**config.mk**
```make
export PLATFORM = sky130hd
export DESIGN_NAME = primality_test_trial_division
export DESIGN_NICKNAME = d
export VERILOG_FILES = /design/src/design/ptd_pkg.sv /design/src/design/primality_test_trial_division.sv
export SDC_FILE = /design/constraint.sdc
export NUM_CORES = 1
export LEC_CHECK = 0
export BUFFER_PORTS_ARGS = -buffer_cell sky130_fd_sc_hd__clkbuf_2
export CAP_MARGIN = 30
export CORE_AREA = 3 3 136 138
export DETAILED_ROUTE_END_ITERATION = 6
export DIE_AREA = 0 0 139 141
export GPL_TIMING_DRIVEN = 0
export HOLD_SLACK_MARGIN = 0.02
export PLACE_DENSITY_LB_ADDON = 0.15
export SLEW_MARGIN = 20
export SYNTH_ARGS = -nofsm -noshare
export SYNTH_HDL_FRONTEND = slang
export SYNTH_SLANG_ARGS = --single-unit
```
**constraint.sdc**
```tcl
create_clock -name clock -period 10.6 [get_ports clock]
set_input_delay 1.59 -clock clock [delete_from_list [all_inputs] [get_ports clock]]
set_output_delay 1.59 -clock clock [all_outputs]
set_load 0.02 [all_outputs]
```
**src/design/ptd_pkg.sv**
```systemverilog
// ----------------------------------------------------------------------------
// ptd_pkg
// Shared types and constants for the trial-division primality tester.
// ----------------------------------------------------------------------------
package ptd_pkg;

   // Default width of the number under test.
   localparam int NUM_WIDTH_DEFAULT = 32;

   // Wheel constants of the 6k +/- 1 search.
   localparam int FIRST_CAND = 5;
   localparam int WHEEL_STEP = 6;
   localparam int PAIR_GAP   = 2;
   localparam int SMALL_DIV  = 3;
   localparam int SMALL_MAX  = 3;

   typedef enum logic [1:0] {
      ST_IDLE,
      ST_DIV,
      ST_HOLD
   } state_type;

   // Which divisor the shared divider is working on.
   typedef enum logic [1:0] {
      DIV_THREE,
      DIV_LOW,
      DIV_HIGH
   } div_kind_type;

endpackage

```
**src/design/primality_test_trial_division.sv**
```systemverilog
// ----------------------------------------------------------------------------
// primality_test_trial_division
// Tests one unsigned number for primality by trial division over the
// 6k +/- 1 wheel, using one shared restoring divider under a small sequencer.
// ----------------------------------------------------------------------------
//
//   Channel   Ports                               Direction   Payload
//   req       req_valid, req_ready, req_number    in          NUM_WIDTH-bit number
//   rsp       rsp_valid, rsp_ready, rsp_is_prime  out         1-bit prime flag
//
// The shared divider produces one quotient bit per cycle. Numbers 0..3 and
// even numbers are resolved without a division; an odd number first gets a
// division by three and then one division per wheel candidate, two per pair,
// until the square bound is passed or a divisor is found.
// The block takes no new transfer while a test is running.
// Reset (synchronous, active high) returns the sequencer to idle and drops
// any pending result. A stalled result sits in the output register while the
// next number is accepted; a second finished result waits until it drains.
//
module primality_test_trial_division
   import ptd_pkg::*;
#(
   parameter int NUM_WIDTH = NUM_WIDTH_DEFAULT
) (
   input  logic                 clock,
   input  logic                 reset,
   input  logic                 req_valid,
   output logic                 req_ready,
   input  logic [NUM_WIDTH-1:0] req_number,
   output logic                 rsp_valid,
   input  logic                 rsp_ready,
   output logic                 rsp_is_prime
);

   localparam int CNT_W = $clog2(NUM_WIDTH);

   localparam logic [NUM_WIDTH-1:0] CAND_FIRST = NUM_WIDTH'(FIRST_CAND);
   localparam logic [NUM_WIDTH-1:0] CAND_STEP  = NUM_WIDTH'(WHEEL_STEP);
   localparam logic [NUM_WIDTH-1:0] CAND_GAP   = NUM_WIDTH'(PAIR_GAP);
   localparam logic [NUM_WIDTH-1:0] DIV_BY3    = NUM_WIDTH'(SMALL_DIV);
   localparam logic [NUM_WIDTH-1:0] NUM_SMALL  = NUM_WIDTH'(SMALL_MAX);
   localparam logic [NUM_WIDTH-1:0] NUM_ONE    = NUM_WIDTH'(1);
   localparam logic [CNT_W-1:0]     CNT_LAST   = CNT_W'(NUM_WIDTH - 1);

   state_type             state_ff,  state_in;
   div_kind_type          kind_ff,   kind_in;
   logic [NUM_WIDTH-1:0]  num_ff,    num_in;
   logic [NUM_WIDTH-1:0]  cand_ff,   cand_in;
   logic [NUM_WIDTH-1:0]  div_ff,    div_in;
   logic [NUM_WIDTH-1:0]  rem_ff,    rem_in;
   logic [NUM_WIDTH-1:0]  quo_ff,    quo_in;
   logic [CNT_W-1:0]      cnt_ff,    cnt_in;
   logic                  res_ff,    res_in;
   logic                  rsp_valid_ff, rsp_valid_in;
   logic                  rsp_is_prime_ff, rsp_is_prime_in;

   // One restoring-division step: shift in the next dividend bit, then try
   // to subtract the divisor.
   logic [NUM_WIDTH:0]    div_shift;
   logic [NUM_WIDTH:0]    div_diff;
   logic                  div_ge;
   logic [NUM_WIDTH-1:0]  rem_step;
   logic [NUM_WIDTH-1:0]  quo_step;

   assign div_shift = {rem_ff, quo_ff[NUM_WIDTH-1]};
   assign div_diff  = div_shift - {1'b0, div_ff};
   assign div_ge    = ~div_diff[NUM_WIDTH];
   assign rem_step  = div_ge ? div_diff[NUM_WIDTH-1:0] : div_shift[NUM_WIDTH-1:0];
   assign quo_step  = {quo_ff[NUM_WIDTH-2:0], div_ge};

   assign req_ready    = (state_ff == ST_IDLE);
   assign rsp_valid    = rsp_valid_ff;
   assign rsp_is_prime = rsp_is_prime_ff;

   always_ff @(posedge clock) begin
      if (reset) begin
         state_ff     <= ST_IDLE;
         rsp_valid_ff <= 1'b0;
      end else begin
         state_ff     <= state_in;
         rsp_valid_ff <= rsp_valid_in;
      end
      kind_ff         <= kind_in;
      num_ff          <= num_in;
      cand_ff         <= cand_in;
      div_ff          <= div_in;
      rem_ff          <= rem_in;
      quo_ff          <= quo_in;
      cnt_ff          <= cnt_in;
      res_ff          <= res_in;
      rsp_is_prime_ff <= rsp_is_prime_in;
   end

   always_comb begin
      state_in        = state_ff;
      kind_in         = kind_ff;
      num_in          = num_ff;
      cand_in         = cand_ff;
      div_in          = div_ff;
      rem_in          = rem_ff;
      quo_in          = quo_ff;
      cnt_in          = cnt_ff;
      res_in          = res_ff;
      rsp_is_prime_in = rsp_is_prime_ff;
      rsp_valid_in    = rsp_valid_ff & ~rsp_ready;

      case (state_ff)
         ST_IDLE: begin
            if (req_valid) begin
               num_in = req_number;
               if (req_number <= NUM_SMALL) begin
                  // Zero and one are not prime, two and three are.
                  res_in   = (req_number > NUM_ONE);
                  state_in = ST_HOLD;
               end else if (!req_number[0]) begin
                  res_in   = 1'b0;
                  state_in = ST_HOLD;
               end else begin
                  div_in   = DIV_BY3;
                  kind_in  = DIV_THREE;
                  rem_in   = '0;
                  quo_in   = req_number;
                  cnt_in   = '0;
                  state_in = ST_DIV;
               end
            end
         end

         ST_DIV: begin
            rem_in = rem_step;
            quo_in = quo_step;
            cnt_in = cnt_ff + CNT_W'(1);
            if (cnt_ff == CNT_LAST) begin
               // Division done; by default start the next one on the number.
               rem_in = '0;
               quo_in = num_ff;
               cnt_in = '0;
               case (kind_ff)
                  DIV_THREE: begin
                     if (rem_step == '0) begin
                        res_in   = 1'b0;
                        state_in = ST_HOLD;
                     end else begin
                        cand_in = CAND_FIRST;
                        div_in  = CAND_FIRST;
                        kind_in = DIV_LOW;
                     end
                  end
                  DIV_LOW: begin
                     // The quotient gives the square bound: stop once the
                     // candidate exceeds number / candidate.
                     if (cand_ff > quo_step) begin
                        res_in   = 1'b1;
                        state_in = ST_HOLD;
                     end else if (rem_step == '0) begin
                        res_in   = 1'b0;
                        state_in = ST_HOLD;
                     end else begin
                        div_in  = cand_ff + CAND_GAP;
                        kind_in = DIV_HIGH;
                     end
                  end
                  DIV_HIGH: begin
                     if (rem_step == '0) begin
                        res_in   = 1'b0;
                        state_in = ST_HOLD;
                     end else begin
                        cand_in = cand_ff + CAND_STEP;
                        div_in  = cand_ff + CAND_STEP;
                        kind_in = DIV_LOW;
                     end
                  end
                  default: begin
                     state_in = ST_IDLE;
                  end
               endcase
            end
         end

         ST_HOLD: begin
            // Load the output register once the previous transfer is gone.
            if (!rsp_valid_ff || rsp_ready) begin
               rsp_is_prime_in = res_ff;
               rsp_valid_in    = 1'b1;
               state_in        = ST_IDLE;
            end
         end

         default: begin
            state_in = ST_IDLE;
         end
      endcase
   end

endmodule

```
Word level (Yosys, flattened, before mapping)
Cells that the tools add are included.
{ "totals": {"reg_bits": 172, "in_bits": 36, "output_inout_bits": 3, "wordCells": 112} }
{ "classes": {"add_sub_neg": 4, "order_cmp": 3, "n_eq_ne": 20, "muxes": 55, "bitwise": 3, "n_reduce_logical": 16} }
{ "op_table": {"columns": ["op", "count"], "rows": [
  ["32-bit 2-to-1 mux", 17],
  ["32-bit one-hot mux with 2 select lines", 4],
  ["32-bit one-hot mux with 3 select lines", 1],
  ["33-bit by 32-bit subtractor with 33-bit output", 1],
  ["32-bit by 2-bit adder with 32-bit output (second input constant)", 1],
  ["32-bit by 3-bit adder with 32-bit output (second input constant)", 1],
  ["32-bit by 1-bit greater-than comparator with 1-bit output (second input constant)", 1],
  ["32-bit greater-than comparator", 1],
  ["32-bit by 2-bit <= comparator with 1-bit output (second input constant)", 1],
  ["32-bit zero test", 1],
  ["2-bit 2-to-1 mux", 14],
  ["5-bit 2-to-1 mux", 4],
  ["3-bit != test (second input constant)", 5],
  ["2-bit != test (second input constant)", 6],
  ["2-bit one-hot mux with 2 select lines", 3],
  ["5-bit one-hot mux with 2 select lines", 1],
  ["10-bit AND reduction", 1],
  ["5-bit AND reduction", 2],
  ["9-bit AND reduction", 1],
  ["1-bit 2-to-1 mux", 8],
  ["3-bit by 2-bit != test with 1-bit output (second input constant)", 2],
  ["2-bit one-hot mux with 3 select lines", 1],
  ["5-bit by 1-bit adder with 5-bit output (second input constant)", 1],
  ["5-bit == test (second input constant)", 1],
  ["other kinds (15)", 22]
]} }

Logic depth before layout (Yosys ltp)
{ "depth": {"ltp_word": 8, "ltp_mapped": 14, "ltp_nobuf": 14} }

Worst setup path before layout
No wires, ideal clock.
{ "synth_timing": {"kind": "input -> register", "startpoint": "input req_number[23]", "endpoint": "register cnt_ff[0] (enable)", "setup_ns": 0.496, "t_arrival_ns": 4.947, "required_time_ns": 10.104, "path_slack_ns": 5.157, "cell_stages": 6, "path_buffers": 0, "path_cell_list": "nor4_1 > nand4_1 > nor2_1 > nor2b_1 > a21oi_1 > nor2_1"} }
{ "synth_between": {"elab_chain_len": 3} }
{ "synth_rtl": {"columns": ["item", "line", "rtl"], "rows": [
  ["start: declaration", "primality_test_trial_division.sv:29", "input logic [NUM_WIDTH-1:0] req_number,"],
  ["32-bit by 2-bit <= comparator with 1-bit output", "primality_test_trial_division.sv:111", "if (req_number <= NUM_SMALL) begin"],
  ["2-bit != test (no source line)", null, null],
  ["4-bit AND reduction (no source line)", null, null],
  ["end signal: assignment", "primality_test_trial_division.sv:89", "cnt_ff <= cnt_in;"],
  ["end: declaration", "primality_test_trial_division.sv:52", "logic [CNT_W-1:0] cnt_ff, cnt_in;"]
]} }
No other way between the ends.
A chain may end at the register's enable or synchronous reset.

Final worst setup path
{ "layout_timing": {"startpoint": "register rem_ff[8]", "endpoint": "register cand_ff[24] (enable)"} }
{ "layout_between": {"elab_chain_len": 5, "elab_cells_between_ends": 6, "classes_between": "add/sub: 1; eq/ne: 2; mux: 1; reduce/logical: 2"} }
{ "layout_rtl": {"columns": ["item", "line", "rtl"], "rows": [
  ["start: declaration", "primality_test_trial_division.sv:50", "logic [NUM_WIDTH-1:0] rem_ff, rem_in;"],
  ["start signal: assignment", "primality_test_trial_division.sv:87", "rem_ff <= rem_in;"],
  ["33-bit by 32-bit subtractor with 33-bit output", "primality_test_trial_division.sv:66", "assign div_diff = div_shift - {1'b0, div_ff};"],
  ["32-bit 2-to-1 mux *", "primality_test_trial_division.sv:68", "assign rem_step = div_ge ? div_diff[NUM_WIDTH-1:0] : div_shift[NUM_WIDTH-1:0];"],
  ["32-bit zero test *", "primality_test_trial_division.sv:140, primality_test_trial_division.sv:164", null],
  ["2-bit != test (no source line)", null, null],
  ["5-bit AND reduction (no source line) *", null, null],
  ["end signal: assignment", "primality_test_trial_division.sv:85", "cand_ff <= cand_in;"],
  ["end: declaration", "primality_test_trial_division.sv:48", "logic [NUM_WIDTH-1:0] cand_ff, cand_in;"]
]} }
Every way passes the cells marked *; elsewhere a longest branch is shown, timed or not.

==> impl_results.md <==
- Place WS: 6.13 ns
- Critical path fanouts, max: 31
- CTS Sinks: 171
- R2r endpoint: cand_ff[24]$_SDFFCE_PN0P_
- R2R Path Start: rem_ff[8]$_SDFFCE_PN0P_
- Syn Std Cell Area: 11200 um^2
- Residual DRC count: 0
- Top Ports: 39
- Min-Delay Path Class: reg2reg
- Final setup fails: 0
- Detailed Route Iter0 Violations: 775
- Seq/Total Area, Yosys: 45.7%
- Antenna cells: 0
- Share of layout cells above drive strength 1: 7.19%
- Worst R2R Setup Slack: 6.04 ns
- Max_slew headroom: 46.8%
- Worst Reg-to-Reg Cells: 12
- Total global-route track usage: 27.3%
- Total gr overflow: 0
- Worst slew pin tran: 0.798 ns
- PD cells: 155 nW/um^2
- Top cells by count, synth: edfxtp_1, nand2_1, nor2_1
- Status: complete, no violations
- Final Hold Vio Count: 0
- Final Max Slew Viols: 0
- CP Data Arrival Time: 4.62 ns
- Post-CTS sizing: 0
- Htree depth: 4
- Setup TNS: 0 ns
- Synth warn: 0
- Worst Slack Setup Final: 6.04 ns
- Synth Net Count: 1272
- Main flop type after synthesis: edfxtp_1
- Routed Antenna Nets: 0
- Crit-path max cell delay: 0.81 ns
- Tmin final: 4.56 ns
- Slowest cell on the critical path: and3_2
- Clk slew on worst S/H paths: 0.06 ns
- # nets final: 1333
- Core Region: 17300 um^2
- Clk Latency, worst-skew pair: 0.44 ns
- End point of the critical path: cand_ff[24]$_SDFFCE_PN0P_
- Cell accounting for the most synthesized area: edfxtp_1
- Async SR Flop Fraction: 0%
- Vias post-DR: 8892
- # hold bufs at CTS: 0
- Root buf cell: clkbuf_16
- Num rows: 48
- Clock skew: 0.0103 ns
- TritonCTS clock tree: yes
- Synth unique cells: 66
- WL final: 26300 um
- Period utilization: 43.0%
- Total CTS buffers: 17
- I/O Buffers: 38
- Routability cong.: 0.910
- Cell with the most instances after synthesis: edfxtp_1
- Routed vias/inst: 6.08
- Avg Cell Area, Syn: 9.60 um^2
- Startpoint types: register
- EDFF count, synth: 168
- DR WL/cell: 18.0 um
- Worst EP required: 10.66 ns
- Crit path from: rem_ff[8]$_SDFFCE_PN0P_
- CP Cell Sequence: ha_1 > clkbuf_1 > nand2_1 > a211o_1 > a31o_2 > a21oi_1 > a31oi_1 > o21ai_0 > xor2_1 > nor3_1 > a41oi_2 > and3_2
- Vias in the first global route: 8571
- Setup CP Type: reg2reg
- Ranking of synthesized cells by area: edfxtp_1, ha_1, nand2_1, a21oi_1, nor2_1
- Post-synthesis instance total: 1164
- Global-route wire length before repair: 43000 um
- Starting density of the core: 64.6%
- Flops & latches, synth: 171
- DIE HEIGHT: 141 um
- 1st-pass router iterations: 5
- Crit end category: register
- Peak Freq: 220 MHz
- Clk buf depth: 2
- Die X-Extent: 139 um
- Total die area: 19600 um^2
- Worst VDD drop: 118 uV
- RSZ-0062 raised after global routing: false
- Antenna violations before repair: 0
- HPWL Detailed: 19800 um
- Synth-to-Final Area Change: 10.7%
- Largest net degree at the start of global routing: 32
- P_leak: 4.72 nW
- Post-CTS setup buffers: 0
- Max Cap Viol: 0
- Post-synth top area share: 45.2%
final cells by class:
| class | instances | area [um^2] |
|---|---|---|
| buffer | 49 | 188 |
| tap | 225 | 282 |
| fill | 1316 | 4930 |
| clock inverter | 12 | 174 |
| timing repair buffer | 42 | 285 |
| sequential | 171 | 5100 |
| multi-input combinational | 868 | 5620 |
| clock buffer | 19 | 433 |
| inverter | 76 | 285 |
worst min-delay path by stage:
stage | startpoint | endpoint | slack, ns | cells after the start
floorplan | res_ff$_DFFE_PP_ | rsp_is_prime$_DFFE_PP_ | 0.43 | 0
global placement | res_ff$_DFFE_PP_ | rsp_is_prime$_DFFE_PP_ | 0.44 | 0
detailed placement | res_ff$_DFFE_PP_ | rsp_is_prime$_DFFE_PP_ | 0.44 | 0
CTS | res_ff$_DFFE_PP_ | rsp_is_prime$_DFFE_PP_ | 0.45 | 0
global route | res_ff$_DFFE_PP_ | rsp_is_prime$_DFFE_PP_ | 0.47 | 0
finish | res_ff$_DFFE_PP_ | rsp_is_prime$_DFFE_PP_ | 0.45 | 0
critical path: cells and delay by family, from the launching register on:
| kind | cells | cell delay [ns] |
|---|---|---|
| adders and majority gates | 1 | 0.29 |
| DFF | 1 | 0.41 |
| and+or+nand+nor | 3 | 1.11 |
| xor gates and xnor gates | 1 | 0.24 |
| AOI/OAI and AO/OA | 6 | 1.76 |
| buffers and inverters | 1 | 0.33 |
metal layers:
layer / vias to the layer above / wire length (um) / part of all wire, % / GRT usage (%)
li1: 4332 / - / - / -
met1: 4163 / 11400 / 43 / 36.2
met2: 330 / 12700 / 48 / 45.4
met3: 67 / 1410 / 5.4 / 3.83
met4: 0 / 828 / 3.1 / 11.6
met5: - / 0 / 0 / 0
where the power goes:
group          switching, mW  internal (mW)
Combinational          0.280          0.155
Clock                  0.258          0.392
Sequential            0.0277          0.806
cells in the final DEF (no fill, tap or decap), types with 4 or more instances in the layout:
master	Yosys	layout
and3_1	6	5
xnor2_1	42	42
a21o_1	17	17
and2_1	33	32
clkbuf_1	44	46
inv_1	76	76
a21boi_0	9	9
nand3_1	25	25
bufinv_16	0	4
clkbuf_2	0	38
nor3_1	21	21
a21oi_1	95	94
nor4_1	17	17
nand4_1	28	28
or3_1	14	14
nand2_1	127	127
o211ai_1	6	6
edfxtp_1	168	168
nor2_1	100	99
a31oi_1	6	6
nor2b_1	14	14
o2111ai_1	4	4
o21a_1	12	12
or2_2	4	4
clkbuf_16	0	17
nand2b_1	10	10
o21ai_0	75	75
o21ai_1	6	6
mux2i_1	34	34
ha_1	71	71
a211oi_1	9	9
clkinv_4	0	4
xor2_1	36	36
registers in the layout (all words and copies together), names as in the netlist, 2 cells and up:
| name | count |
|---|---|
| div_ff | 32 |
| kind_ff | 2 |
| rem_ff | 32 |
| state_ff | 2 |
| num_ff | 32 |
| cand_ff | 31 |
| cnt_ff | 5 |
| quo_ff | 32 |
cells by family after synthesis:
family	after synthesis	synth area share, %
flip-flops	171	45.7
AND/OR/NAND/NOR	410	17.5
buffers and inverters	125	4.23
AO/OA/AOI/OAI	271	14.9
other	1	0.0336
XOR/XNOR	79	6.36
adder cells (fa/ha/maj)	73	8.22
multiplexers	34	3.05
metrics by stage:
step / instance area (um^2) / hold WS [ns] / std cells / utilization (%) / power, mW
floorplan: 11200 / 0.426 / 1164 / - / 1.15
global route: 12400 / 0.468 / 1462 / 71.5 / 2.00
global placement: 11600 / 0.444 / 1427 / 67.3 / 1.26
finish: 12400 / 0.454 / 1462 / 71.5 / 1.92
detailed placement: 11800 / 0.440 / 1431 / 68.0 / 1.27
CTS: 12400 / 0.455 / 1462 / 71.5 / 1.92
Note: power is estimated with default switching activity, not from simulation.
